$ cat src/hdl/bfpb_pkg.sv
`timescale 1ns / 1ps

package bfpb_pkg;

  // Opcodes on the command channel; code 3 is ignored.
  localparam logic [1:0] OP_WRITE = 2'd0;
  localparam logic [1:0] OP_READ  = 2'd1;
  localparam logic [1:0] OP_PEEK  = 2'd2;

  localparam logic [3:0] MAX_BITS = 4'd8;

  typedef enum logic [1:0] {
    KIND_NOP,
    KIND_WRITE,
    KIND_READ,
    KIND_PEEK
  } kind_t;

  // Where a window byte lives: even bank, odd bank, or the byte-zero register.
  typedef enum logic [1:0] {
    SRC_E,
    SRC_O,
    SRC_Z
  } src_t;

  typedef struct packed {
    kind_t      kind;
    logic [3:0] nbits;
    logic [2:0] shift;
    logic [7:0] data;
    src_t       lo_sel;
    src_t       hi_sel;
  } cmd_t;

endpackage

$ cat src/hdl/bfpb_in_if.sv
`timescale 1ns / 1ps

interface bfpb_in_if;
  logic       valid;
  logic       ready;
  logic [1:0] op;
  logic [3:0] width;
  logic [7:0] data;

  modport source (output valid, op, width, data, input ready);
  modport sink (input valid, op, width, data, output ready);
endinterface

$ cat src/hdl/bfpb_front.sv
`timescale 1ns / 1ps

module bfpb_front #(
  parameter int BUF_BYTES = 1024
) (
  input  logic                        clk,
  input  logic                        rst,
  bfpb_in_if.sink                     cmd,
  output logic                        q_push,
  input  logic                        q_ready,
  output bfpb_pkg::cmd_t              q_cmd,
  output logic [$clog2(BUF_BYTES)-2:0] q_ea,
  output logic [$clog2(BUF_BYTES)-2:0] q_oa
);

  localparam int LW = $clog2(BUF_BYTES);
  localparam int PW = LW + 3;
  localparam logic [PW:0]   SPAN = (PW+1)'(BUF_BYTES * 8);
  localparam logic [LW-1:0] LAST = LW'(BUF_BYTES - 1);

  logic [PW-1:0] wr_pos;
  logic [PW-1:0] rd_pos;
  logic [PW-1:0] pos;
  logic [PW-1:0] pos_next;
  logic [PW:0]   step;
  logic [3:0]    nbits;
  logic [LW-1:0] lo;
  logic [LW-1:0] hi;
  logic          accept;
  bfpb_pkg::kind_t kind;

  function automatic bfpb_pkg::src_t sel_of(input logic [LW-1:0] b);
    if (b == '0) begin
      return bfpb_pkg::SRC_Z;
    end
    return b[0] ? bfpb_pkg::SRC_O : bfpb_pkg::SRC_E;
  endfunction

  always_comb begin
    nbits = (cmd.width > bfpb_pkg::MAX_BITS) ? bfpb_pkg::MAX_BITS : cmd.width;
    case (cmd.op)
      bfpb_pkg::OP_WRITE: kind = bfpb_pkg::KIND_WRITE;
      bfpb_pkg::OP_READ:  kind = bfpb_pkg::KIND_READ;
      bfpb_pkg::OP_PEEK:  kind = bfpb_pkg::KIND_PEEK;
      default:            kind = bfpb_pkg::KIND_NOP;
    endcase
    if (nbits == 4'd0) begin
      kind = bfpb_pkg::KIND_NOP;
    end

    pos = (kind == bfpb_pkg::KIND_WRITE) ? wr_pos : rd_pos;
    lo  = pos[PW-1:3];
    hi  = (lo == LAST) ? '0 : lo + 1'b1;

    // wrap: step stays below twice the span
    step     = {1'b0, pos} + (PW+1)'(nbits);
    pos_next = (step >= SPAN) ? PW'(step - SPAN) : step[PW-1:0];

    q_cmd.kind   = kind;
    q_cmd.nbits  = nbits;
    q_cmd.shift  = pos[2:0];
    q_cmd.data   = cmd.data;
    q_cmd.lo_sel = sel_of(lo);
    q_cmd.hi_sel = sel_of(hi);
    // adjacent bytes always fall in opposite banks
    q_ea = lo[0] ? hi[LW-1:1] : lo[LW-1:1];
    q_oa = lo[0] ? lo[LW-1:1] : hi[LW-1:1];
  end

  assign q_push    = cmd.valid;
  assign cmd.ready = q_ready;
  assign accept    = cmd.valid && q_ready;

  always_ff @(posedge clk) begin
    if (rst) begin
      wr_pos <= '0;
      rd_pos <= '0;
    end else if (accept) begin
      if (kind == bfpb_pkg::KIND_WRITE) begin
        wr_pos <= pos_next;
      end
      if (kind == bfpb_pkg::KIND_READ) begin
        rd_pos <= pos_next;
      end
    end
  end

endmodule

$ cat src/flat_wrapper.sv
// flat-port wrapper written by rule: the top's interface ports become plain ports
module bfpb_front_flat 
#(
  parameter int BUF_BYTES = 1024
)
  (clk, rst, q_push, q_ready, q_cmd, q_ea, q_oa, cmd_valid, cmd_op, cmd_width, cmd_data, cmd_ready);
  bfpb_in_if cmd_i ();
  input  logic clk;
  input  logic rst;
  output logic q_push;
  input  logic q_ready;
  output bfpb_pkg::cmd_t q_cmd;
  output logic [$clog2(BUF_BYTES)-2:0] q_ea;
  output logic [$clog2(BUF_BYTES)-2:0] q_oa;
  input wire logic [$bits(cmd_i.valid)-1:0] cmd_valid;
  input wire logic [$bits(cmd_i.op)-1:0] cmd_op;
  input wire logic [$bits(cmd_i.width)-1:0] cmd_width;
  input wire logic [$bits(cmd_i.data)-1:0] cmd_data;
  output wire logic [$bits(cmd_i.ready)-1:0] cmd_ready;
  assign cmd_i.valid = cmd_valid;
  assign cmd_i.op = cmd_op;
  assign cmd_i.width = cmd_width;
  assign cmd_i.data = cmd_data;
  assign cmd_ready = cmd_i.ready;
  bfpb_front #(.BUF_BYTES(BUF_BYTES)) u_core (.clk(clk), .rst(rst), .cmd(cmd_i), .q_push(q_push), .q_ready(q_ready), .q_cmd(q_cmd), .q_ea(q_ea), .q_oa(q_oa));
endmodule
$ cat config.mk
export PLATFORM = sky130hd
export DESIGN_NAME = bfpb_front_flat
export DESIGN_NICKNAME = d
export VERILOG_FILES = /design/src/hdl/bfpb_pkg.sv /design/src/hdl/bfpb_in_if.sv /design/src/hdl/bfpb_front.sv /design/src/flat_wrapper.sv
export SDC_FILE = /design/constraint.sdc
export NUM_CORES = 1
export LEC_CHECK = 0
export ABC_AREA = 1
export BUFFER_PORTS_ARGS = -buffer_cell sky130_fd_sc_hd__buf_2
export CORE_MARGIN = 5
export CORE_UTILIZATION = 50
export DETAILED_ROUTE_END_ITERATION = 8
export PLACE_DENSITY = 0.76
export SLEW_MARGIN = 20
export SYNTH_ARGS = -nofsm -noshare
export SYNTH_HDL_FRONTEND = slang
export SYNTH_SLANG_ARGS = --single-unit
$ cat constraint.sdc
create_clock -name clk -period 4.49 [get_ports clk]
set_input_delay 0.898 -clock clk [delete_from_list [all_inputs] [get_ports clk]]
set_output_delay 0.898 -clock clk [all_outputs]
set_load 0.005 [all_outputs]
Word-level counts from Yosys, hierarchy flattened. Index checks and enable logic that the tools add are counted.

Order comparisons: 2. Shift-type cells: 0. Equal/unequal tests: 5. Multiply operators: 0. Add/subtract/negate cells: 3. Bitwise logic cells: 0. Mux-type cells: 16. Divide/modulo/power cells: 0. Reduce and logical (&&, ||, !) cells: 7.

Operators with widths (number): $mux W13 (2); $logic_not A10 Y1 (2); $mux W9 (2); $add A13 B4 Y14 (1); $ge A14 B14 Y1 const B (1); $sub A13 B1 Y13 const B (1); $add A10 B1 Y10 const B (1); $eq A10 B10 Y1 const B (1); $mux W10 (1); $mux W2 (5); $pmux W2 S3 (1); $eq A2 B1 Y1 const B (2); $eq A2 B2 Y1 const B (2); $gt A4 B4 Y1 const B (1); $logic_not A4 Y1 (1); $mux W1 (4); $mux W4 (1); $reduce_and A2 Y1 (2); $logic_not A2 Y1 (1); $logic_and A1 B1 Y1 (1).

Bits in writable memories: 0. Bits in latches: 0. Memories: 0. Bits in read-only memories: 0. Register bits after elaboration: 26. Logic and storage cells: 35.

Logic depth before layout (Yosys ltp). Gate-level depths: netlist (run 1).

Depth after elaboration: 11. Depth in mapped cells: 22. Depth with buffers taken out: 20.

Worst setup path after synthesis (run 1). No wires, ideal clock.

Kind: input -> register. Start: input port cmd_op[0]. End: register u_core.wr_pos[12]. Buffers on the path: 1. Stages on the path: 20. Data required time: 4.376 ns. Arrival time: 3.505 ns. Slack: 0.871 ns. Cells stage by stage: inv_1 -> ha_1 -> inv_1 -> nand3_4 -> buf_4 -> o21ai_0 -> ha_1 -> inv_1 -> fa_1 -> inv_1 -> nand2_1 -> nand2_1 -> a21oi_1 -> nor2_1 -> nand2_1 -> nor2_2 -> nand2_1 -> xor2_1 -> o21bai_1 -> inv_1.

RTL lines: start: declaration (line flat_wrapper.sv:16) `input wire logic [$bits(cmd_i.op)-1:0] cmd_op;`; end signal: assignment (line bfpb_front.sv:80) `wr_pos <= pos_next;`; end: declaration (line bfpb_front.sv:21) `logic [PW-1:0] wr_pos;`.

==> results of run 1 <==
[where the power goes]
group          switching, mW  internal [mW]  total, mW
logic                  0.109         0.0616      0.171
registers            0.00572          0.241      0.246
clock network         0.0751          0.119      0.194
total                  0.190          0.421      0.612
[registers in the layout, summed over array words and instances, names as in the netlist]
name           count
u_core.rd_pos     13
u_core.wr_pos     13
[cells by family after synthesis]
logic type               after synthesis  share of synthesized area
buffers and inverters                 84                     0.1741
adder cells (fa/ha/maj)                8                    0.04845
AO/OA/AOI/OAI                         59                     0.1487
flip-flops                            26                     0.2344
AND/OR/NAND/NOR                      139                     0.3549
XOR/XNOR                              10                    0.03944
[metal layers]
layer	global-route usage	vias up
li1	-	1081
met1	0.2144	970
met2	0.3356	36
met3	0.03073	6
met4	0.03671	0
met5	0	-
[layout by cell type (no fill, tap or decap), types with 2 or more instances in the layout]
cell / synthesis / routed
sky130_fd_sc_hd__o21ai_1: 8 / 8
sky130_fd_sc_hd__clkbuf_8: 0 / 3
sky130_fd_sc_hd__nand3_4: 3 / 3
sky130_fd_sc_hd__nand2_1: 53 / 53
sky130_fd_sc_hd__xor2_1: 9 / 9
sky130_fd_sc_hd__buf_2: 2 / 42
sky130_fd_sc_hd__a21oi_1: 21 / 21
sky130_fd_sc_hd__nand4_1: 14 / 14
sky130_fd_sc_hd__nor2_1: 18 / 18
sky130_fd_sc_hd__buf_4: 12 / 3
sky130_fd_sc_hd__o21ai_0: 20 / 20
sky130_fd_sc_hd__dfxtp_1: 26 / 26
sky130_fd_sc_hd__o21bai_1: 4 / 4
sky130_fd_sc_hd__nor2_2: 5 / 5
sky130_fd_sc_hd__o211ai_1: 2 / 2
sky130_fd_sc_hd__inv_1: 59 / 59
sky130_fd_sc_hd__nand2_4: 9 / 9
sky130_fd_sc_hd__nor2_4: 4 / 4
sky130_fd_sc_hd__nand3_1: 15 / 15
sky130_fd_sc_hd__ha_1: 7 / 7
sky130_fd_sc_hd__inv_2: 3 / 3
sky130_fd_sc_hd__nand2_2: 12 / 12
[worst max-delay path by stage]
stage	end	cells after the start	slack (ns)	start
after floorplan	u_core.wr_pos[12]	20	0.87	cmd_op[0]
after global placement	q_cmd[0]	17	0.50	cmd_op[0]
after detailed placement	q_cmd[0]	17	0.48	cmd_op[0]
after CTS	q_cmd[0]	17	0.47	cmd_op[0]
after global routing	q_cmd[0]	17	0.26	cmd_op[0]
final	q_cmd[0]	17	0.45	cmd_op[0]
[worst reg2reg max path, stage by stage, from the launching register on]
cell	delay (ns)
sky130_fd_sc_hd__dfxtp_1	0.31
sky130_fd_sc_hd__inv_1	0.04
sky130_fd_sc_hd__o21ai_0	0.23
sky130_fd_sc_hd__ha_1	0.23
sky130_fd_sc_hd__inv_1	0.06
sky130_fd_sc_hd__fa_1	0.41
sky130_fd_sc_hd__inv_1	0.07
sky130_fd_sc_hd__nand2_1	0.05
sky130_fd_sc_hd__nand2_1	0.06
sky130_fd_sc_hd__a21oi_1	0.10
sky130_fd_sc_hd__nor2_1	0.20
sky130_fd_sc_hd__nand2_1	0.13
sky130_fd_sc_hd__nor2_2	0.14
sky130_fd_sc_hd__nand2_1	0.08
sky130_fd_sc_hd__xor2_1	0.16
sky130_fd_sc_hd__o21bai_1	0.14
sky130_fd_sc_hd__inv_1	0.05
[stage by stage]
step	utilization	std cells	power, mW
CTS	0.5642	406	0.6156
floorplan	-	326	0.3816
global placement	0.5477	402	0.4198
global route	0.5642	406	0.6506
finish	0.5642	406	0.6117
detailed placement	0.5477	402	0.4223
[layout make-up]
| type | count | area, µm² | area share |
|---|---|---|---|
| clock inverter | 1 | 30.03 | 0.01231 |
| clock buffer | 3 | 41.29 | 0.01692 |
| sequential | 26 | 520.5 | 0.2133 |
| inverter | 63 | 236.5 | 0.09692 |
| tap | 52 | 65.06 | 0.02667 |
| timing repair buffer | 45 | 232.7 | 0.09538 |
| multi-input combinational | 216 | 1314 | 0.5385 |
==> results.rst, run 1 <==
.. list-table::
   :header-rows: 1

   * - Metric
     - Value
   * - Via count of the first global-routing pass
     - 2,021
   * - Total Routed Length
     - 5134 µm
   * - Syn_nets
     - 352
   * - Ranking of synthesized cells by area
     - sky130_fd_sc_hd__dfxtp_1 (23%), sky130_fd_sc_hd__inv_1 (10%), sky130_fd_sc_hd__nand2_1 (9.0%)
   * - Number of buffers and inverters on the critical path
     - 6
   * - VDD IR-drop max
     - 0.1894 mV
   * - Max capacitance violation total
     - 0
   * - Type of origin of the critical path
     - input pin
   * - Post-layout nets
     - 381
   * - Headroom to the max-slew limit
     - 0.6457
   * - CTS tree
     - built
   * - Gates resized, CTS repair
     - 0
   * - Post-CTS setup buffer count
     - 0
   * - # fillers
     - 428
   * - Hold worst-path end
     - u_core.wr_pos[0]
   * - Top cell type's share of synthesized area
     - 0.2344
   * - Setup-failing EPs final
     - 0
   * - Final hold vios
     - 0
   * - Placeable core region
     - 4324 µm²
   * - Floorplan die area
     - 5874 µm²
   * - Initial antenna violation count
     - 0
   * - Kind of end point of the critical path
     - output pin
   * - Maximum number of pins on one net before global-route repair
     - 20
   * - Highest routing layer actually used
     - met4
   * - Unrepaired setup endpoints after global routing
     - no
   * - H-tree level count
     - 1
   * - Fmax
     - 247.8 MHz
   * - Antenna-violating nets left
     - 0
   * - Most used standard cell by instance count after synthesis
     - sky130_fd_sc_hd__inv_1
   * - Met2 WL
     - 2607 µm
   * - Most used standard cells in the synthesized netlist
     - sky130_fd_sc_hd__inv_1 (59), sky130_fd_sc_hd__nand2_1 (53), sky130_fd_sc_hd__dfxtp_1 (26)
   * - Synthesis warning total
     - 0
   * - Detailed placer's ending HPWL
     - 4064 µm
   * - Worst slack on hold paths
     - 0.4574 ns
   * - Startpoint of the worst-slack reg-to-reg timing path
     - u_core.wr_pos[0]
   * - Launch point of the worst hold path
     - u_core.wr_pos[0]
   * - Top-level I/O count
     - 59
   * - Cell area after layout
     - 2440 µm²
   * - Slowest cell on the critical path
     - sky130_fd_sc_hd__ha_1
   * - Number of core rows
     - 24
   * - WP data required
     - 3.59 ns
   * - Gate Count Post-Synth
     - 326
   * - Antenna Diode Count
     - 0
   * - Final weighted congestion of routability-driven global placement
     - 0.8920
   * - Mapped Avg Cell Area
     - 6.813 µm²
   * - Die height
     - 76.65 µm
   * - Pre-Repair DR Iteration Count
     - 4
   * - Routed via count
     - 2,093
   * - Family of cells with the greatest summed delay on the critical path
     - simple AND/OR/NAND/NOR gates
   * - Placement-stage worst setup slack
     - 0.4757 ns
   * - Root Driver
     - sky130_fd_sc_hd__clkbuf_8
   * - Die width
     - 76.65 µm
   * - Clock transition at the register clock pins on the worst setup and hold paths after CTS
     - 0.09 ns
   * - Netlist area before placement
     - 2221 µm²
   * - Capture point of the worst reg-to-reg path
     - u_core.wr_pos[12]
   * - Worst Path Max Fanout
     - 17
   * - Critical path class
     - input pin to output pin
   * - Overall fraction of global-route tracks in use
     - 0.1805
   * - R2r setup slk
     - 1.91 ns
   * - Starting Density
     - 0.5136
   * - Hold buffers post-CTS
     - 0
   * - Gr ovfl total
     - 0
   * - Hold crit path type
     - register to register
   * - Cell chain of the critical path
     - buf_2 > inv_1 > ha_1 > inv_1 > nand3_4 > buf_4 > o21ai_1 > nand2_1 > nor2_4 > nand2_2 > nand2_2 > nand2_2 > nor2_1 > nand3_1 > nand2_1 > inv_1 > buf_2
   * - Final count of pins violating max slew
     - 0
   * - Worst slew pin tran
     - 0.5282 ns
   * - Leakage power
     - 1.333 nW
   * - Ratio of final minimum period to clock period
     - 0.8989
   * - Worst Slack Setup Final
     - 0.4538 ns
   * - Number of buffers created by CTS
     - 3
   * - Worst-case clock buffer depth
     - 2
   * - Setup TNS Final
     - 0 ns
   * - Total clock sinks
     - 26
   * - DRC viols
     - 0
   * - Detailed route wirelength on metal3
     - 220 µm
   * - Leading register cell type out of synthesis
     - sky130_fd_sc_hd__dfxtp_1
   * - Buffers added on ports
     - 42
   * - Slowest cell delay on critical path
     - 0.30 ns
   * - DR WL/cell
     - 12.65 µm
   * - Source-to-sink clock delay at the later pin of the worst-skew pair
     - 0.27 ns
   * - Result of the run
     - completed
   * - Netlist cell types
     - 37
   * - Global-route wire length before repair
     - 9094 µm
   * - R2r worst-path depth
     - 16
   * - Clock Skew
     - 0.007364 ns
   * - Hold-critical path depth
     - 2
   * - Number of synthesized register bits
     - 26
   * - FFs w/ async S/R, synth
     - 0
   * - Layout cell share with drive strength beyond 1
     - 0.2514
   * - Standard cell area after detailed placement
     - 2369 µm²
   * - Arrival time of data at the critical path endpoint
     - 3.14 ns
   * - Power per unit of standard cell area
     - 250.7 nW/µm²
   * - Share of the yosys chip area belonging to registers
     - 0.2344
   * - Met1 wire length
     - 2265 µm
   * - Via count normalized by instance count
     - 5.155
   * - Area Overhead vs Synth
     - 9.859%
   * - Time the final worst path needs with I/O delays and setup
     - 4.036 ns
   * - Drt initial violations
     - 158
   * - Top cell type by total area after synthesis
     - sky130_fd_sc_hd__dfxtp_1
   * - Number of flops mapped to enable cells by yosys
     - 0
(Power assumes the default switching activity.)
==> run 2, diff against run 1 <==
- GPL_TIMING_DRIVEN: unset -> 0
==> run 2 against run 1 <==
Net effect: sequential power about the same; power increased by 2.3%; cell area is 6.9% higher; final cell count increased by 6.4%; via count increased by 4.5%; die area unchanged; setup slack better by 0.15 ns; clock-buffer cell count is the same; clock skew fell by 0.0055 ns; first-iteration DRC count is 13% lower; sequential share of layout area decreased by 1.4 points; critical endpoint unchanged; highest routed layer unchanged.
==> results.rst, run 2 (synthesis gave the netlist of run 1 again) <==
.. list-table::
   :header-rows: 1

   * - Metric
     - Value
   * - Most heavily used metal layer in global routing
     - met2
   * - Starting Density
     - 0.5136
   * - Type of origin of the critical path
     - input pin
   * - Regs by FF count
     - u_core.rd_pos: 13 flops, u_core.wr_pos: 13 flops
   * - Via count of the first global-routing pass
     - 2,082
   * - Most used cells in the layout excluding fill and tap cells
     - sky130_fd_sc_hd__inv_1 (59), sky130_fd_sc_hd__nand2_1 (53), sky130_fd_sc_hd__buf_2 (52)
   * - Gates resized, CTS repair
     - 0
   * - Critical path class
     - input pin to output pin
   * - Hold crit path type
     - register to register
   * - Via count normalized by instance count
     - 5.063
   * - Capture point of the worst reg-to-reg path
     - u_core.rd_pos[12]
   * - Arrival time of data at the critical path endpoint
     - 2.98 ns
   * - Unrepaired setup endpoints after global routing
     - no
   * - Result of the run
     - completed
   * - Worst Path Max Fanout
     - 10
   * - R2r setup slk
     - 1.96 ns
   * - Antenna-violating nets left
     - 0
   * - Startpoint of the worst-slack reg-to-reg timing path
     - u_core.wr_pos[0]
   * - Met2 demand-to-capacity share in global routing
     - 0.3322
   * - Global routing met3 resource utilization
     - 0.03191
   * - Placeable core region
     - 4324 µm²
   * - Final weighted congestion of routability-driven global placement
     - 0.8922
   * - Total Routed Length
     - 5420 µm
   * - Commonest non-fill, non-tap cell in the layout
     - sky130_fd_sc_hd__inv_1
   * - Number of buffers created by CTS
     - 3
   * - Headroom to the max-slew limit
     - 0.6540
   * - Die width
     - 76.65 µm
   * - Placement-stage worst setup slack
     - 0.4529 ns
   * - Detailed placer's ending HPWL
     - 4306 µm
   * - Setup-failing EPs final
     - 0
   * - Antenna Diode Count
     - 0
   * - Ratio of final minimum period to clock period
     - 0.8647
   * - Register cell area after layout
     - 520.5 µm²
   * - Fmax
     - 257.6 MHz
   * - Multi-input gate area in the final layout
     - 1314 µm²
   * - Kind of end point of the critical path
     - output pin
   * - Number of core rows
     - 24
   * - Hold worst-path end
     - u_core.rd_pos[2]
   * - Launch point of the worst hold path
     - u_core.rd_pos[2]
   * - Worst Slack Setup Final
     - 0.6074 ns
   * - Final total power
     - 0.6257 mW
   * - VDD IR-drop max
     - 0.1932 mV
   * - Overall fraction of global-route tracks in use
     - 0.1863
   * - Post-layout nets
     - 407
   * - Clock Skew
     - 0.001860 ns
   * - Time the final worst path needs with I/O delays and setup
     - 3.883 ns
   * - Total clock sinks
     - 26
   * - Buffers added on ports
     - 50
   * - Setup TNS Final
     - 0 ns
   * - Root Driver
     - sky130_fd_sc_hd__clkbuf_8
   * - Worst-case clock buffer depth
     - 2
   * - WP data required
     - 3.59 ns
   * - R2r worst-path depth
     - 16
   * - Hold buffers post-CTS
     - 0
   * - Final hold vios
     - 0
   * - Clock transition at the register clock pins on the worst setup and hold paths after CTS
     - 0.09 ns
   * - Leakage power
     - 1.437 nW
   * - Post-CTS setup buffer count
     - 0
   * - Hold-critical path depth
     - 2
   * - Standard cell area after detailed placement
     - 2536 µm²
   * - Source-to-sink clock delay at the later pin of the worst-skew pair
     - 0.26 ns
   * - DR WL/cell
     - 12.55 µm
   * - Layout cell share with drive strength beyond 1
     - 0.2895
   * - Initial antenna violation count
     - 0
   * - Met1 GRT Util
     - 0.2374
   * - Worst slew pin tran
     - 0.5190 ns
   * - CTS tree
     - built
   * - Max capacitance violation total
     - 0
   * - Power per unit of standard cell area
     - 239.9 nW/µm²
   * - Top-level I/O count
     - 59
   * - Global-route wire length before repair
     - 9328 µm
   * - Final count of pins violating max slew
     - 0
   * - Area Overhead vs Synth
     - 17.41%
   * - Drt initial violations
     - 138
   * - Routed via count
     - 2,187
   * - Gr ovfl total
     - 0
   * - Floorplan die area
     - 5874 µm²
   * - H-tree level count
     - 1
   * - Cell area after layout
     - 2608 µm²
   * - Pre-Repair DR Iteration Count
     - 5
   * - Maximum number of pins on one net before global-route repair
     - 16
   * - DRC viols
     - 0
   * - Die height
     - 76.65 µm
   * - # fillers
     - 425
## run 2: worst max-delay path, stage by stage
cell and delay, ns:
sky130_fd_sc_hd__buf_2 0.07, sky130_fd_sc_hd__inv_1 0.04, sky130_fd_sc_hd__ha_1 0.30, sky130_fd_sc_hd__inv_1 0.18, sky130_fd_sc_hd__buf_2 0.28, sky130_fd_sc_hd__nand4_1 0.19
sky130_fd_sc_hd__nand2_4 0.14, sky130_fd_sc_hd__nand2_2 0.09, sky130_fd_sc_hd__nor2_2 0.18, sky130_fd_sc_hd__nand2_1 0.08, sky130_fd_sc_hd__nand2_2 0.07, sky130_fd_sc_hd__nand2_2 0.05
sky130_fd_sc_hd__nor2_1 0.10, sky130_fd_sc_hd__nand3_1 0.08, sky130_fd_sc_hd__nand2_1 0.06, sky130_fd_sc_hd__inv_1 0.03, sky130_fd_sc_hd__buf_2 0.11
## run 2: worst max-delay path by stage
stage	start	to	slack (ns)	cells past startpoint
after CTS	cmd_op[0]	q_cmd[0]	0.61	17
after floorplan	cmd_op[0]	u_core.wr_pos[12]	0.87	20
final	cmd_op[0]	q_cmd[0]	0.61	17
after detailed placement	cmd_op[0]	u_core.rd_pos[12]	0.45	21
after global routing	cmd_op[0]	q_cmd[0]	0.37	17
after global placement	cmd_op[0]	u_core.wr_pos[12]	0.48	21
## run 2: metrics by stage
step	hold WS, ns	std cells	util
floorplan	0.4246	326	-
global placement	0.4437	428	0.5865
detailed placement	0.4468	428	0.5865
CTS	0.4610	432	0.6030
global route	0.4960	432	0.6030
finish	0.4560	432	0.6030
## run 2: metal layers
layer  vias to the layer above  wire, µm
li1                       1134         -
met1                       983      2349
met2                        68      2708
met3                         2       347
met4                         0        14
met5                         -         0
## run 2: layout make-up
type / count / share of cell area
flip-flops and latches: 26 / 0.1996
clock buffers: 3 / 0.01583
well taps: 52 / 0.02495
repair buffers: 50 / 0.09597
multi-input cells: 216 / 0.5038
clock inverters: 1 / 0.01152
plain buffers: 21 / 0.05758
inverters: 63 / 0.09069
## run 2: where the power goes
| group | leakage, nW | switching [mW] | internal (mW) | total (mW) |
|---|---|---|---|---|
| registers | 0.211 | 0.00512 | 0.241 | 0.246 |
| logic | 1.19 | 0.115 | 0.0740 | 0.189 |
| clock network | 0.0357 | 0.0719 | 0.119 | 0.191 |
