**config.mk**
```make
export PLATFORM = sky130hd
export DESIGN_NAME = bfpb_queue
export DESIGN_NICKNAME = d
export VERILOG_FILES = /design/src/hdl/bfpb_queue.sv
export SDC_FILE = /design/constraint.sdc
export NUM_CORES = 1
export LEC_CHECK = 0
export ABC_CLOCK_PERIOD_IN_PS = 1800
export CORE_MARGIN = 10
export CORE_UTILIZATION = 50
export CTS_CLUSTER_SIZE = 10
export DETAILED_ROUTE_END_ITERATION = 7
export DONT_BUFFER_PORTS = 1
export PLACE_DENSITY = 0.76
export SYNTH_ARGS = -nofsm -noshare
export SYNTH_HDL_FRONTEND = slang
export SYNTH_SLANG_ARGS = --single-unit
export TNS_END_PERCENT = 20
```
**constraint.sdc**
```tcl
create_clock -name clk -period 1.8 [get_ports clk]
set_input_delay 0.09 -clock clk [delete_from_list [all_inputs] [get_ports clk]]
set_output_delay 0.09 -clock clk [all_outputs]
set_load 0.02 [all_outputs]
```
**src/hdl/bfpb_queue.sv**
```systemverilog
`timescale 1ns / 1ps

module bfpb_queue #(
  parameter int W = 8
) (
  input  logic         clk,
  input  logic         rst,
  input  logic         in_valid,
  output logic         in_ready,
  input  logic [W-1:0] in_data,
  output logic         out_valid,
  input  logic         out_ready,
  output logic [W-1:0] out_data
);

  logic [W-1:0] slots [2];
  logic         wptr;
  logic         rptr;
  logic [1:0]   count;
  logic         push;
  logic         pop;

  assign in_ready  = (count != 2'd2);
  assign out_valid = (count != 2'd0);
  assign out_data  = slots[rptr];
  assign push      = in_valid && in_ready;
  assign pop       = out_valid && out_ready;

  always_ff @(posedge clk) begin
    if (rst) begin
      wptr  <= 1'b0;
      rptr  <= 1'b0;
      count <= 2'd0;
    end else begin
      if (push) begin
        wptr <= ~wptr;
      end
      if (pop) begin
        rptr <= ~rptr;
      end
      count <= count + {1'b0, push} - {1'b0, pop};
    end
  end

  always_ff @(posedge clk) begin
    if (push) begin
      slots[wptr] <= in_data;
    end
  end

endmodule

```
# Word level (Yosys, flattened, before mapping)
# Memory sizes are Yosys's and may differ from the RTL's. A register that Yosys moved wholly into a read port is not among the register bits.
# Index checks and enable logic that the tools add are counted.
dict set report totals {
  output_inout_bits 10
  mem_count 1
  ramBits 16
  in_bits 12
  ff_bits 4
  word_cells 16
}
dict set report op_classes {
  addsub 2
  bitwise_logic 2
  eq_ne 1
  n_reduce_logical 3
  n_mux 4
}
# memory words width rd rd_clocked_by_memory_dff wr line_no
set mem_list {}
lappend mem_list {slots 2 8 1 1 1 16} ;# logic [W-1:0] slots [2];
# cell count
set op_table {}
lappend op_table {{two-way mux 1 bit} 4}
lappend op_table {{adder 2 x 1 -> 2 bit} 1}
lappend op_table {{logical AND 1 bit} 2}
lappend op_table {{!= test 2 bit (second input constant)} 1}
lappend op_table {{NOT 1 bit} 2}
lappend op_table {{nonzero test 2 bit} 1}
lappend op_table {{subtractor 2 x 1 -> 2 bit} 1}

# Logic depth before layout (Yosys ltp)
# Gate-level depths: netlist of the first run.
dict set report logic_depth {
  depth_word 4
  depth_mapped 8
  mapped_depth_nobuf 8
}

# Worst setup path after synthesis of the first run
# OpenSTA, ideal clock, no wires.
dict set report synth_timing {
  kind {reg-to-reg}
  startpoint {reg count[0]}
  endpoint {reg count[1]}
  setup_slack_ns 0.269
  setup_ns 0.115
  n_path_buf 0
  required_time_ns 1.685
  t_arrival_ns 1.416
  period_less_slack_ns 1.531
  path_stages_with_launch 9
  path_cell_list {dfxtp_1 nand2b_2 nand2_2 ha_1 inv_1 ha_1 xor2_1 xnor2_1 nor2_1}
}
dict set report synth_between {
  elab_chain_len 4
}
# item line_no
set synth_lines {}
lappend synth_lines {{start: declaration} 19} ;# logic [1:0] count;
lappend synth_lines {{start signal: assignment} 41} ;# count <= count + {1'b0, push} - {1'b0, pop};
lappend synth_lines {{!= test 2 bit} 23} ;# assign in_ready = (count != 2'd2);
lappend synth_lines {{net in_ready} 9} ;# output logic in_ready,
lappend synth_lines {{logical AND 1 bit} 26} ;# assign push = in_valid && in_ready;
lappend synth_lines {{adder 2 x 1 -> 2 bit} 41}
lappend synth_lines {{subtractor 2 x 1 -> 2 bit} 41}
# The timed path passes the listed nets, and every way through them passes these cells.
# A chain may end at the register's enable or synchronous reset.

# Worst setup path after layout of the first run
dict set report layout_timing {
  startpoint {reg count[0]}
  endpoint {reg count[1]}
}
dict set report layout_between {
  elab_chain_len 4
}
# item line_no
set layout_lines {}
lappend layout_lines {{!= test 2 bit} 23}
lappend layout_lines {{logical AND 1 bit} 26}
lappend layout_lines {{adder 2 x 1 -> 2 bit} 41}
lappend layout_lines {{subtractor 2 x 1 -> 2 bit *} 41}
# Mark *: on every way between the ends. The rest lies on a longest branch, timed or not.

==> out/metrics.sh, run 1 <==
SETUP_REPAIR_AFTER_GLOBAL_ROUTING_MISSED_ITS_MARGIN='false'
WORST_SLEW_MARGIN_REL=0.744
INSERTION_DELAY_NS=0.29
AREAGROWTHSYNTHTOFINISH_PCT=19.1
DRC=0
MAX-CAP-VIOLATIONS=0
SYNTHESIS.NETS=63
PINS_OVER_THEIR_SLEW_LIMIT=0
POSTCTSSETUPREPAIRBUFS=0
FIN_WS_NS=0.235
DETAIL_ROUTE.ITER0.VIOLATIONS=5
ANT_NETS=0
PLACEDCELLCOUNT=67
YS_WARN_COUNT=0
FIRST_GLOBAL_VIAS=431
MAXIMUM_NUMBER_OF_PINS_ON_ONE_NET_BEFORE_GLOBAL_ROUTE_REPAIR=13
MOSTFREQUENTLAYOUTCELL='sky130_fd_sc_hd__edfxtp_1'
FILLERINSTANCES=110
DRT-WIRELENGTH-PER-CELL_UM=16.5
TIMING.CRITICAL_PATH.FROM_TYPE='flop'
IO_PINS=22
RD_PLACE_CONGESTION=0.780
DIEAREA_UM2=3640
INITIAL_CORE_UTIL=0.534
TOTALPOWERFINAL_mW=1.28
SYNTH_TOP_CELL_BY_AREA='sky130_fd_sc_hd__edfxtp_1'
PLACEABLECOREAREA_UM2=1520
MAX_RAIL_DROP_VDD_V=0.000869
INSERTEDDIODECOUNT=0
DRT_FIRST_PASS_ITERS=4
ROW_COUNT=14
MOSTFREQUENTLAYOUTCELLS='16 x sky130_fd_sc_hd__edfxtp_1, 9 x sky130_fd_sc_hd__dlygate4sd3_1, 8 x sky130_fd_sc_hd__mux2_1'
MULTI_INPUT_AREA_UM2=224
GRT_USE_TOTAL=0.0776
RUN_STATUS='finished clean'
MAXIMUM_OPERATING_FREQUENCY_MHz=639
CTS.PATH.MAX_BUFFERS=2
IO_BUFFERS=0
YOSYS.AREA.TOP_TYPE_SHARE=0.591
FINAL_HOLD_VIOL_COUNT=0
CLKSLEWWORSTSETUPHOLDPATHS_NS=0.11
MIN_PERIOD_NS=1.56
DRT-TOTAL-WL_MM=1.32
POWER.LEAKAGE_nW=0.366
FF_LATCH_AREA_UM2=581
PERIOD_SHARE=0.869
TOP_POST_SYNTHESIS_CELLS_BY_AREA='sky130_fd_sc_hd__edfxtp_1 59%, sky130_fd_sc_hd__dfxtp_1 12%, sky130_fd_sc_hd__mux2_1 11%'
WORSTPATHARRIVAL_NS=1.76
SYNTHESIS.AREA_PER_INSTANCE_UM2=16.6
DIE_HEIGHT_UM=60.3
FINAL_NET_COUNT=79
TIGHTEST_SLEW_NS=0.384
DIE_W_UM=60.3
SETUP_TNS_NS=0
GRT_ANTENNA_BEFORE_REPAIR=0
MAPPEDNETLISTAREA_UM2=813
TRITONCTS_NUM_SINKS=21
CTS_INSERTED_BUFFERS=3
DETAILROUTE.VIA_COUNT=399
CTS_MAX_LEVEL=1
FINALNONFILLERCELLS=80
WORSTSETUPPATHTYPE='flop to flop'
FINAL_LAYOUT_SIZE_SUFFIX_GT1_FRAC=0.172
HOLDCRITPATHCLASS='primary input to flop'
VIAS_PER_CELL=4.99
SYNTHESIS.INSTANCES=49
CTS_TREE='yes'
YS_SEQ_AREA_FRAC=0.714
DATA_REQUIRED_TIME_AT_THE_WORST_ENDPOINT_NS=1.99
CTS-ROOT-BUF='sky130_fd_sc_hd__clkbuf_4'
P_PER_AREA_nW_PER_UM2=1320
GLOBAL_ROUTE.OVERFLOW_TOTAL=0
REPORT.FINAL.SETUP_VIOL=0
FINCLKSKEW_NS=0.00259
PLACEMENT.SETUP.WORST_SLACK_NS=0.258
CRIT_FANOUT=4
SETUP.WORST_PATH.END_CLASS='flop'
SYNTH.FF_LATCH_COUNT=21
SYNTH_CELL_TYPES=16
GRT_FIRST_PASS_WIRELENGTH_MM=2.09
FINALCOREUTILIZATION=0.635
## kinds of logic (layout without fill, tap and decap cells)
group	Yosys count	after routing	share of synthesized area
muxes	9	9	0.129
and+or+nand+nor	11	11	0.0723
buffers and inverters	2	17	0.0108
DFF	21	21	0.714
xor gates and xnor gates	3	3	0.0323
adders and majority gates	2	2	0.0308
AOI/OAI and AO/OA	1	1	0.0108
## stage by stage
step	area, um2	hold WS [ns]
2_1_floorplan	813	0.162
3_3_place_gp	851	0.163
3_5_place_dp	851	0.167
4_1_cts	968	0.0219
5_1_grt	968	0.0295
6_report	968	0.0266
## path summary, 6_finish.rpt
| path | slack (ns) | startpoint | cells after the start | endpoint |
|---|---|---|---|---|
| worst max-delay path | 0.24 | count[0]$_SDFF_PP0_ | 8 | count[1]$_SDFF_PP0_ |
| worst min-delay path | 0.03 | rst | 2 | wptr$_SDFFE_PP0N_ |
| worst max register to register | 0.24 | count[0]$_SDFF_PP0_ | 8 | count[1]$_SDFF_PP0_ |
| worst min register to register | 0.53 | rptr$_SDFFE_PP0P_ | 2 | flop |
## state kept, by name (all words and copies together), names as in the netlist, named ones only
register  cells
count         2
rptr          1
slots        16
wptr          1
## final cells by class
type / count / share of cell area
well taps: 16 / 0.0207
repair buffers: 12 / 0.116
clock inverters: 1 / 0.00517
multi-input cells: 26 / 0.231
inverters: 1 / 0.00388
clock buffers: 3 / 0.0233
flip-flops and latches: 21 / 0.599
## report_power, final
group / total (mW) / internal, mW / switching [mW]
logic: 0.395 / 0.168 / 0.228
clock network: 0.212 / 0.0825 / 0.130
registers: 0.673 / 0.616 / 0.0564
## layer usage
| metal | GRT usage | vias up | share of wire |
|---|---|---|---|
| met3 | 0.0397 | 2 | 0.091 |
| li1 | - | 205 | - |
| met4 | 0.0385 | 0 | 0.0099 |
| met2 | 0.121 | 11 | 0.51 |
| met5 | 0 | - | 0 |
| met1 | 0.0857 | 181 | 0.39 |
## critical path: stages (launching register included)
cell	delay, ns
sky130_fd_sc_hd__dfxtp_1	0.38
sky130_fd_sc_hd__nand2b_2	0.16
sky130_fd_sc_hd__nand2_2	0.08
sky130_fd_sc_hd__ha_1	0.27
sky130_fd_sc_hd__inv_1	0.05
sky130_fd_sc_hd__ha_1	0.15
sky130_fd_sc_hd__xor2_1	0.18
sky130_fd_sc_hd__xnor2_1	0.14
sky130_fd_sc_hd__nor2_1	0.05
## what timing repair did
item / in CTS / in global routing
gates resized for setup: 0 / 0
hold endpoints to repair: 20 / 0
hold buffers: 9 / 0
## cells in the mapped netlist
cell type / n
sky130_fd_sc_hd__xor2_1: 1
sky130_fd_sc_hd__nand2_2: 1
sky130_fd_sc_hd__edfxtp_1: 16
sky130_fd_sc_hd__dfxtp_1: 5
sky130_fd_sc_hd__o21a_2: 1
sky130_fd_sc_hd__ha_1: 2
sky130_fd_sc_hd__nor2_1: 5
sky130_fd_sc_hd__or2_1: 1
sky130_fd_sc_hd__nand2b_2: 1
sky130_fd_sc_hd__inv_1: 1
sky130_fd_sc_hd__buf_2: 1
sky130_fd_sc_hd__and3_1: 1
sky130_fd_sc_hd__mux2_1: 8
sky130_fd_sc_hd__mux2_4: 1
sky130_fd_sc_hd__nor2b_1: 2
sky130_fd_sc_hd__xnor2_1: 2
No activity file was read; power rests on OpenSTA's default activity.
==> run 2, diff against run 1 <==
--- a/config.mk
+++ b/config.mk
@@ -6,12 +6,15 @@
 export NUM_CORES = 1
 export LEC_CHECK = 0
 export ABC_CLOCK_PERIOD_IN_PS = 1800
+export CAP_MARGIN = 30
+export CELL_PAD_IN_SITES_DETAIL_PLACEMENT = 0
+export CELL_PAD_IN_SITES_GLOBAL_PLACEMENT = 1
 export CORE_MARGIN = 10
-export CORE_UTILIZATION = 50
+export CORE_UTILIZATION = 47
 export CTS_CLUSTER_SIZE = 10
 export DETAILED_ROUTE_END_ITERATION = 7
 export DONT_BUFFER_PORTS = 1
-export PLACE_DENSITY = 0.76
+export PLACE_DENSITY = 0.84
 export SYNTH_ARGS = -nofsm -noshare
 export SYNTH_HDL_FRONTEND = slang
 export SYNTH_SLANG_ARGS = --single-unit
==> out/metrics.sh, run 2 (synthesis results as in run 1) <==
CRIT_FANOUT=4  # unchanged
ROW_COUNT=14  # unchanged
R2R-START='count[0]$_SDFF_PP0_'
MAXIMUM_NUMBER_OF_PINS_ON_ONE_NET_BEFORE_GLOBAL_ROUTE_REPAIR=12  # -1
WORSTPATHCELLLIST='nand2b_2, nand2_2, ha_1, inv_1, ha_1, xor2_1, xnor2_1, nor2_1'
PLACEABLECOREAREA_UM2=1580  # +3.4%
PINS_OVER_THEIR_SLEW_LIMIT=0  # unchanged
MAX_FLOP_REGISTER='slots'
POWER.LEAKAGE_nW=0.359  # -1.9%
WORST_PATH_MAX_DELAY_CELL='sky130_fd_sc_hd__dfxtp_1'
DIE_W_UM=61.6  # +2.1%
FINAL_HOLD_VIOL_COUNT=0  # unchanged
FINAL_NET_COUNT=78  # -1.3%
MAXIMUM_OPERATING_FREQUENCY_MHz=611  # -4.4%
DRC=0  # unchanged
FINALNONFILLERCELLS=79  # -1.3%
DIE_HEIGHT_UM=61.6  # +2.1%
DRT-WIRELENGTH-PER-CELL_UM=16.4  # -0.27%
DRT_FIRST_PASS_ITERS=4  # unchanged
ANT_NETS=0  # unchanged
IO_BUFFERS=0  # unchanged
GRT_FIRST_PASS_WIRELENGTH_MM=2.19  # +4.6%
INITIAL_CORE_UTIL=0.516  # -0.0178
WORSTPATHARRIVAL_NS=1.83  # +0.07 ns
CLKSLEWWORSTSETUPHOLDPATHS_NS=0.11  # about the same
CTS-ROOT-BUF='sky130_fd_sc_hd__clkbuf_4'
LAYOUT_TOP_REGISTERS='slots x16, count x2'
MULTI_INPUT_AREA_UM2=224  # unchanged
TIMING.CRITICAL_PATH.SLOWEST_CELL_DELAY_NS=0.38  # about the same
DATA_REQUIRED_TIME_AT_THE_WORST_ENDPOINT_NS=2.00  # about the same
CRITICAL_PATH.MOST_COMMON_CELL='sky130_fd_sc_hd__ha_1'
FF_LATCH_AREA_UM2=581  # unchanged
TRITONCTS_NUM_SINKS=21  # unchanged
DETAILROUTE.VIA_COUNT=425  # +6.5%
GLOBAL_ROUTE.OVERFLOW_TOTAL=0  # unchanged
SETUP_REPAIR_AFTER_GLOBAL_ROUTING_MISSED_ITS_MARGIN='false'
VIAS_PER_CELL=5.38  # +7.9%
PLACEDCELLCOUNT=66  # -1.5%
TIMING.CRITICAL_PATH.FROM='count[0]$_SDFF_PP0_'
DIEAREA_UM2=3790  # +4.2%
CTS_TREE='yes'
CTS.PATH.MAX_BUFFERS=2  # unchanged
WORSTSETUPPATHTYPE='flop to flop'
FILLERINSTANCES=135  # +23%
HOLDCRITPATHCLASS='primary input to flop'
PERIOD_SHARE=0.910  # +0.0404
MAX_RAIL_DROP_VDD_V=0.000735  # -15%
RD_PLACE_CONGESTION=0.723  # -7.3%
MOSTFREQUENTLAYOUTCELL='sky130_fd_sc_hd__edfxtp_1'
P_PER_AREA_nW_PER_UM2=1320  # -0.39%
CTS_MAX_LEVEL=1  # unchanged
INSERTEDDIODECOUNT=0  # unchanged
FINAL_LAYOUT_SIZE_SUFFIX_GT1_FRAC=0.143  # -0.0290
TIMING.HOLD.WORST.START='rst'
SETUP_TNS_NS=0  # unchanged
FIRST_GLOBAL_VIAS=452  # +4.9%
MOSTFREQUENTLAYOUTCELLS='16 x sky130_fd_sc_hd__edfxtp_1, 9 x sky130_fd_sc_hd__dlygate4sd3_1, 8 x sky130_fd_sc_hd__mux2_1'
TIMING.CRITICAL_PATH.FROM_TYPE='flop'
MIN_PERIOD_NS=1.64  # +0.0727 ns
INSERTION_DELAY_NS=0.29  # about the same
POST_DP_HPWL_UM=995
SETUP.WORST_PATH.END_CLASS='flop'
CTS_RESIZED=0  # unchanged
TIGHTEST_SLEW_NS=0.385  # +0.00156 ns
RUN_STATUS='finished clean'
FINCLKSKEW_NS=0.00637  # +0.00378 ns
GRT_ANTENNA_BEFORE_REPAIR=0  # unchanged
WORST_SLEW_MARGIN_REL=0.743  # -0.00104
CTS_INSERTED_BUFFERS=3  # unchanged
AREAGROWTHSYNTHTOFINISH_PCT=18.0
MAX-CAP-VIOLATIONS=0  # unchanged
REPORT.FINAL.SETUP_VIOL=0  # unchanged
IO_PINS=22  # unchanged
LARGEST_REGISTER_FFS=16  # unchanged
GRT_USE_TOTAL=0.0822  # +0.00460
DETAIL_ROUTE.ITER0.VIOLATIONS=5  # unchanged
DRT-TOTAL-WL_MM=1.30  # -1.5%
[run 2: cell type report]
class,instances,area share
clock buffer,4,0.0274
timing repair buffer,11,0.110
tap,16,0.0209
inverter,1,0.00391
sequential,21,0.605
multi-input combinational,26,0.233
[run 2: routing by layer]
metal	vias up	GRT usage	wire length [um]
met4	0	0.0573	9
met2	13	0.126	700
li1	203	-	-
met5	-	0	0
met3	2	0.0453	141
met1	207	0.0841	446
[run 2: timing repair]
item | 4_1_cts | 5_1_grt
hold buffers | 9 | 0
hold endpoints to repair | 20 | 0
setup buffers | 0 | 0
[run 2: critical path, delay by kind of cell, from the launching register on]
kind                       cells  cell delay (ns)
adders and majority gates      2             0.45
DFF                            1             0.38
and+or+nand+nor                3             0.38
xor gates and xnor gates       2             0.29
buffers and inverters          1             0.04
[run 2: stage by stage]
stage           util  hold WS, ns  setup slack [ns]  cell area [um2]  power (mW)
2_1_floorplan      -        0.162             0.269              813       0.988
3_3_place_gp   0.535        0.163             0.203              843        1.04
3_5_place_dp   0.535        0.165             0.163              843        1.06
4_1_cts        0.609       0.0289             0.142              960        1.29
5_1_grt        0.609      0.00979            0.0663              960        1.36
6_report       0.609       0.0313             0.162              960        1.26
[run 2: report_power, final]
group	switching, mW	internal (mW)
Sequential	0.0544	0.616
Combinational	0.224	0.158
Clock	0.125	0.0861
[run 2: path summary, 6_finish.rpt]
path	end	slack (ns)	cells after the start
min	wptr$_SDFFE_PP0N_	0.03	2
min reg2reg	flop	0.53	2
max reg2reg	count[1]$_SDFF_PP0_	0.16	8
max	count[1]$_SDFF_PP0_	0.16	8
==> run 3, diff against run 2 <==
==> constraint.sdc (replaced) <==
create_clock -name clk -period 1.8 [get_ports clk]
set_input_delay 0.09 -clock clk [delete_from_list [all_inputs] [get_ports clk]]
set_output_delay 0.09 -clock clk [all_outputs]
set_load 0.05 [all_outputs]
==> out/metrics.sh, run 3 (synthesis results as in run 1) <==
RD_PLACE_CONGESTION=0.676  # -6.6%
CTS_INSERTED_BUFFERS=3  # unchanged
WORST_SLEW_MARGIN_REL=0.681  # -0.0620
TIMING.CRITICAL_PATH.SLOWEST_CELL_DELAY_NS=0.38  # about the same
POST_DP_HPWL_MM=1.02  # +2.2%
FIRST_GLOBAL_VIAS=484  # +7.1%
INSERTEDDIODECOUNT=0  # unchanged
TIMING.HOLD.WORST.START='rst'
CTS_RESIZED=0  # unchanged
LAYOUT_TOP_REGISTERS='slots x16, count x2'
DETAIL_ROUTE.ITER0.VIOLATIONS=5  # unchanged
WORSTPATHCELLLIST='nand2b_2, nand2_2, ha_1, inv_1, ha_1, xor2_1, xnor2_1, nor2_1'
SETUP_REPAIR_AFTER_GLOBAL_ROUTING_MISSED_ITS_MARGIN='false'
WORSTSETUPPATHTYPE='flop to flop'
CPLARGESTDELAYFAMILY='adder cells'
IO_PINS=22  # unchanged
PERIOD_SHARE=0.868  # -0.0420
RUN_STATUS='finished clean'
VIAS_PER_CELL=5.23  # -2.9%
INSERTION_DELAY_NS=0.30  # about the same
CTS-HOLD-FIX-BUFFERS=9  # unchanged
DRC=0  # unchanged
MAX_RAIL_DROP_VDD_V=0.000947  # +29%
GRT_ANTENNA_BEFORE_REPAIR=0  # unchanged
DRT-TOTAL-WL_MM=1.39  # +6.8%
FINCLKSKEW_NS=0.00812  # +0.00175 ns
INITIAL_CORE_UTIL=0.516  # unchanged
CLKSLEWWORSTSETUPHOLDPATHS_NS=0.11  # about the same
FINAL_HOLD_VIOL_COUNT=0  # unchanged
POSTCTSSETUPREPAIRBUFS=0  # unchanged
P_PER_AREA_nW_PER_UM2=1510  # +15%
CTS_MAX_LEVEL=1  # unchanged
TIMING.CRITICAL_PATH.FROM_TYPE='flop'
CTS-ROOT-BUF='sky130_fd_sc_hd__clkbuf_4'
WORSTPATHARRIVAL_NS=1.77  # -0.06 ns
MAXIMUM_OPERATING_FREQUENCY_MHz=640  # +4.8%
PATH_BUF_INV=1  # unchanged
GRT_FIRST_PASS_WIRELENGTH_MM=2.26  # +3.5%
TIGHTEST_SLEW_NS=0.479  # +0.0942 ns
ANT_NETS=0  # unchanged
CTS.PATH.MAX_BUFFERS=2  # unchanged
DIEAREA_UM2=3790  # unchanged
GRT_USE_TOTAL=0.0845  # +0.00235
MAX_FLOP_REGISTER='slots'
DATA_REQUIRED_TIME_AT_THE_WORST_ENDPOINT_NS=2.00  # about the same
SETUP.WORST_PATH.END_CLASS='flop'
TRITONCTS_NUM_SINKS=21  # unchanged
LARGEST_REGISTER_FFS=16  # unchanged
FILLERINSTANCES=133  # -1.5%
HOLDCRITPATHCLASS='primary input to flop'
AREAGROWTHSYNTHTOFINISH_PCT=18.9
REPORT.FINAL.SETUP_VIOL=0  # unchanged
WORST_PATH_MAX_DELAY_CELL='sky130_fd_sc_hd__dfxtp_1'
FINAL_LAYOUT_SIZE_SUFFIX_GT1_FRAC=0.156  # +0.0134
IO_BUFFERS=0  # unchanged
HOLD-WORST-SLACK_NS=0.0214  # -0.00995 ns
PINS_OVER_THEIR_SLEW_LIMIT=0  # unchanged
MAX-CAP-VIOLATIONS=0  # unchanged
CRITICAL_PATH.MOST_COMMON_CELL='sky130_fd_sc_hd__ha_1'
DRT-WIRELENGTH-PER-CELL_UM=17.3  # +5.4%
MOSTFREQUENTLAYOUTCELLS='16 x sky130_fd_sc_hd__edfxtp_1, 9 x sky130_fd_sc_hd__dlygate4sd3_1, 8 x sky130_fd_sc_hd__mux2_1'
GLOBAL_ROUTE.OVERFLOW_TOTAL=0  # unchanged
MOSTFREQUENTLAYOUTCELL='sky130_fd_sc_hd__edfxtp_1'
R2R-START='count[0]$_SDFF_PP0_'
DIE_HEIGHT_UM=61.6  # unchanged
DETAILROUTE.VIA_COUNT=418  # -1.6%
FINAL_NET_COUNT=79  # +1.3%
DIE_W_UM=61.6  # unchanged
MIN_PERIOD_NS=1.56  # -0.0756 ns
PLACEABLECOREAREA_UM2=1580  # unchanged
CTS_TREE='yes'
TIMING.CRITICAL_PATH.FROM='count[0]$_SDFF_PP0_'
ROW_COUNT=14  # unchanged
CRIT_FANOUT=4  # unchanged
SETUP_TNS_NS=0  # unchanged
POWER.LEAKAGE_nW=0.363  # +1.2%
DRT_FIRST_PASS_ITERS=3  # -1
MAXIMUM_NUMBER_OF_PINS_ON_ONE_NET_BEFORE_GLOBAL_ROUTE_REPAIR=12  # unchanged
## run 3: routing by layer
layer	routed length, um	part of all wire	up-vias	global-route usage
li1	-	-	207	-
met1	497	0.36	192	0.0848
met2	729	0.53	14	0.139
met3	127	0.092	5	0.0370
met4	31	0.022	0	0.0573
met5	0	0	-	0
## run 3: area by class of cell
class | count | area, um2 | share of cell area
Inverter | 1 | 3.75 | 0.00388
Timing Repair Buffer | 12 | 113 | 0.116
Multi-Input combinational cell | 26 | 224 | 0.232
Clock buffer | 4 | 26.3 | 0.0272
Sequential cell | 21 | 581 | 0.600
Tap cell | 16 | 20.0 | 0.0207
## run 3: per-stage QoR
step                       util  setup slack, ns  std cells  instance area (um2)  total power [mW]
after floorplan               -            0.125         49                  813              1.16
after global placement    0.540            0.305         67                  851              1.23
after detailed placement  0.540            0.243         67                  851              1.25
after CTS                 0.613            0.222         80                  967              1.48
after global routing      0.613            0.132         80                  967              1.55
final                     0.613            0.238         80                  967              1.46
## run 3: final timing paths
kind | to | slack (ns) | cells after the start
setup / recovery | count[1]$_SDFF_PP0_ | 0.24 | 8
hold / removal | wptr$_SDFFE_PP0N_ | 0.02 | 2
setup reg to reg | count[1]$_SDFF_PP0_ | 0.24 | 8
hold reg to reg | flop | 0.53 | 2
## run 3: worst reg2reg max path, stage by stage (launching register included)
cell and delay [ns]:
sky130_fd_sc_hd__dfxtp_1 0.38, sky130_fd_sc_hd__nand2b_2 0.16, sky130_fd_sc_hd__nand2_2 0.08, sky130_fd_sc_hd__ha_1 0.27, sky130_fd_sc_hd__inv_1 0.04, sky130_fd_sc_hd__ha_1 0.17
sky130_fd_sc_hd__xor2_1 0.17, sky130_fd_sc_hd__xnor2_1 0.14, sky130_fd_sc_hd__nor2_1 0.05
## run 3: where the power goes
| group | internal [mW] | total (mW) | switching, mW |
|---|---|---|---|
| Clock | 0.0863 | 0.215 | 0.129 |
| Combinational | 0.168 | 0.572 | 0.404 |
| Sequential | 0.617 | 0.675 | 0.0585 |
| Total | 0.871 | 1.46 | 0.591 |
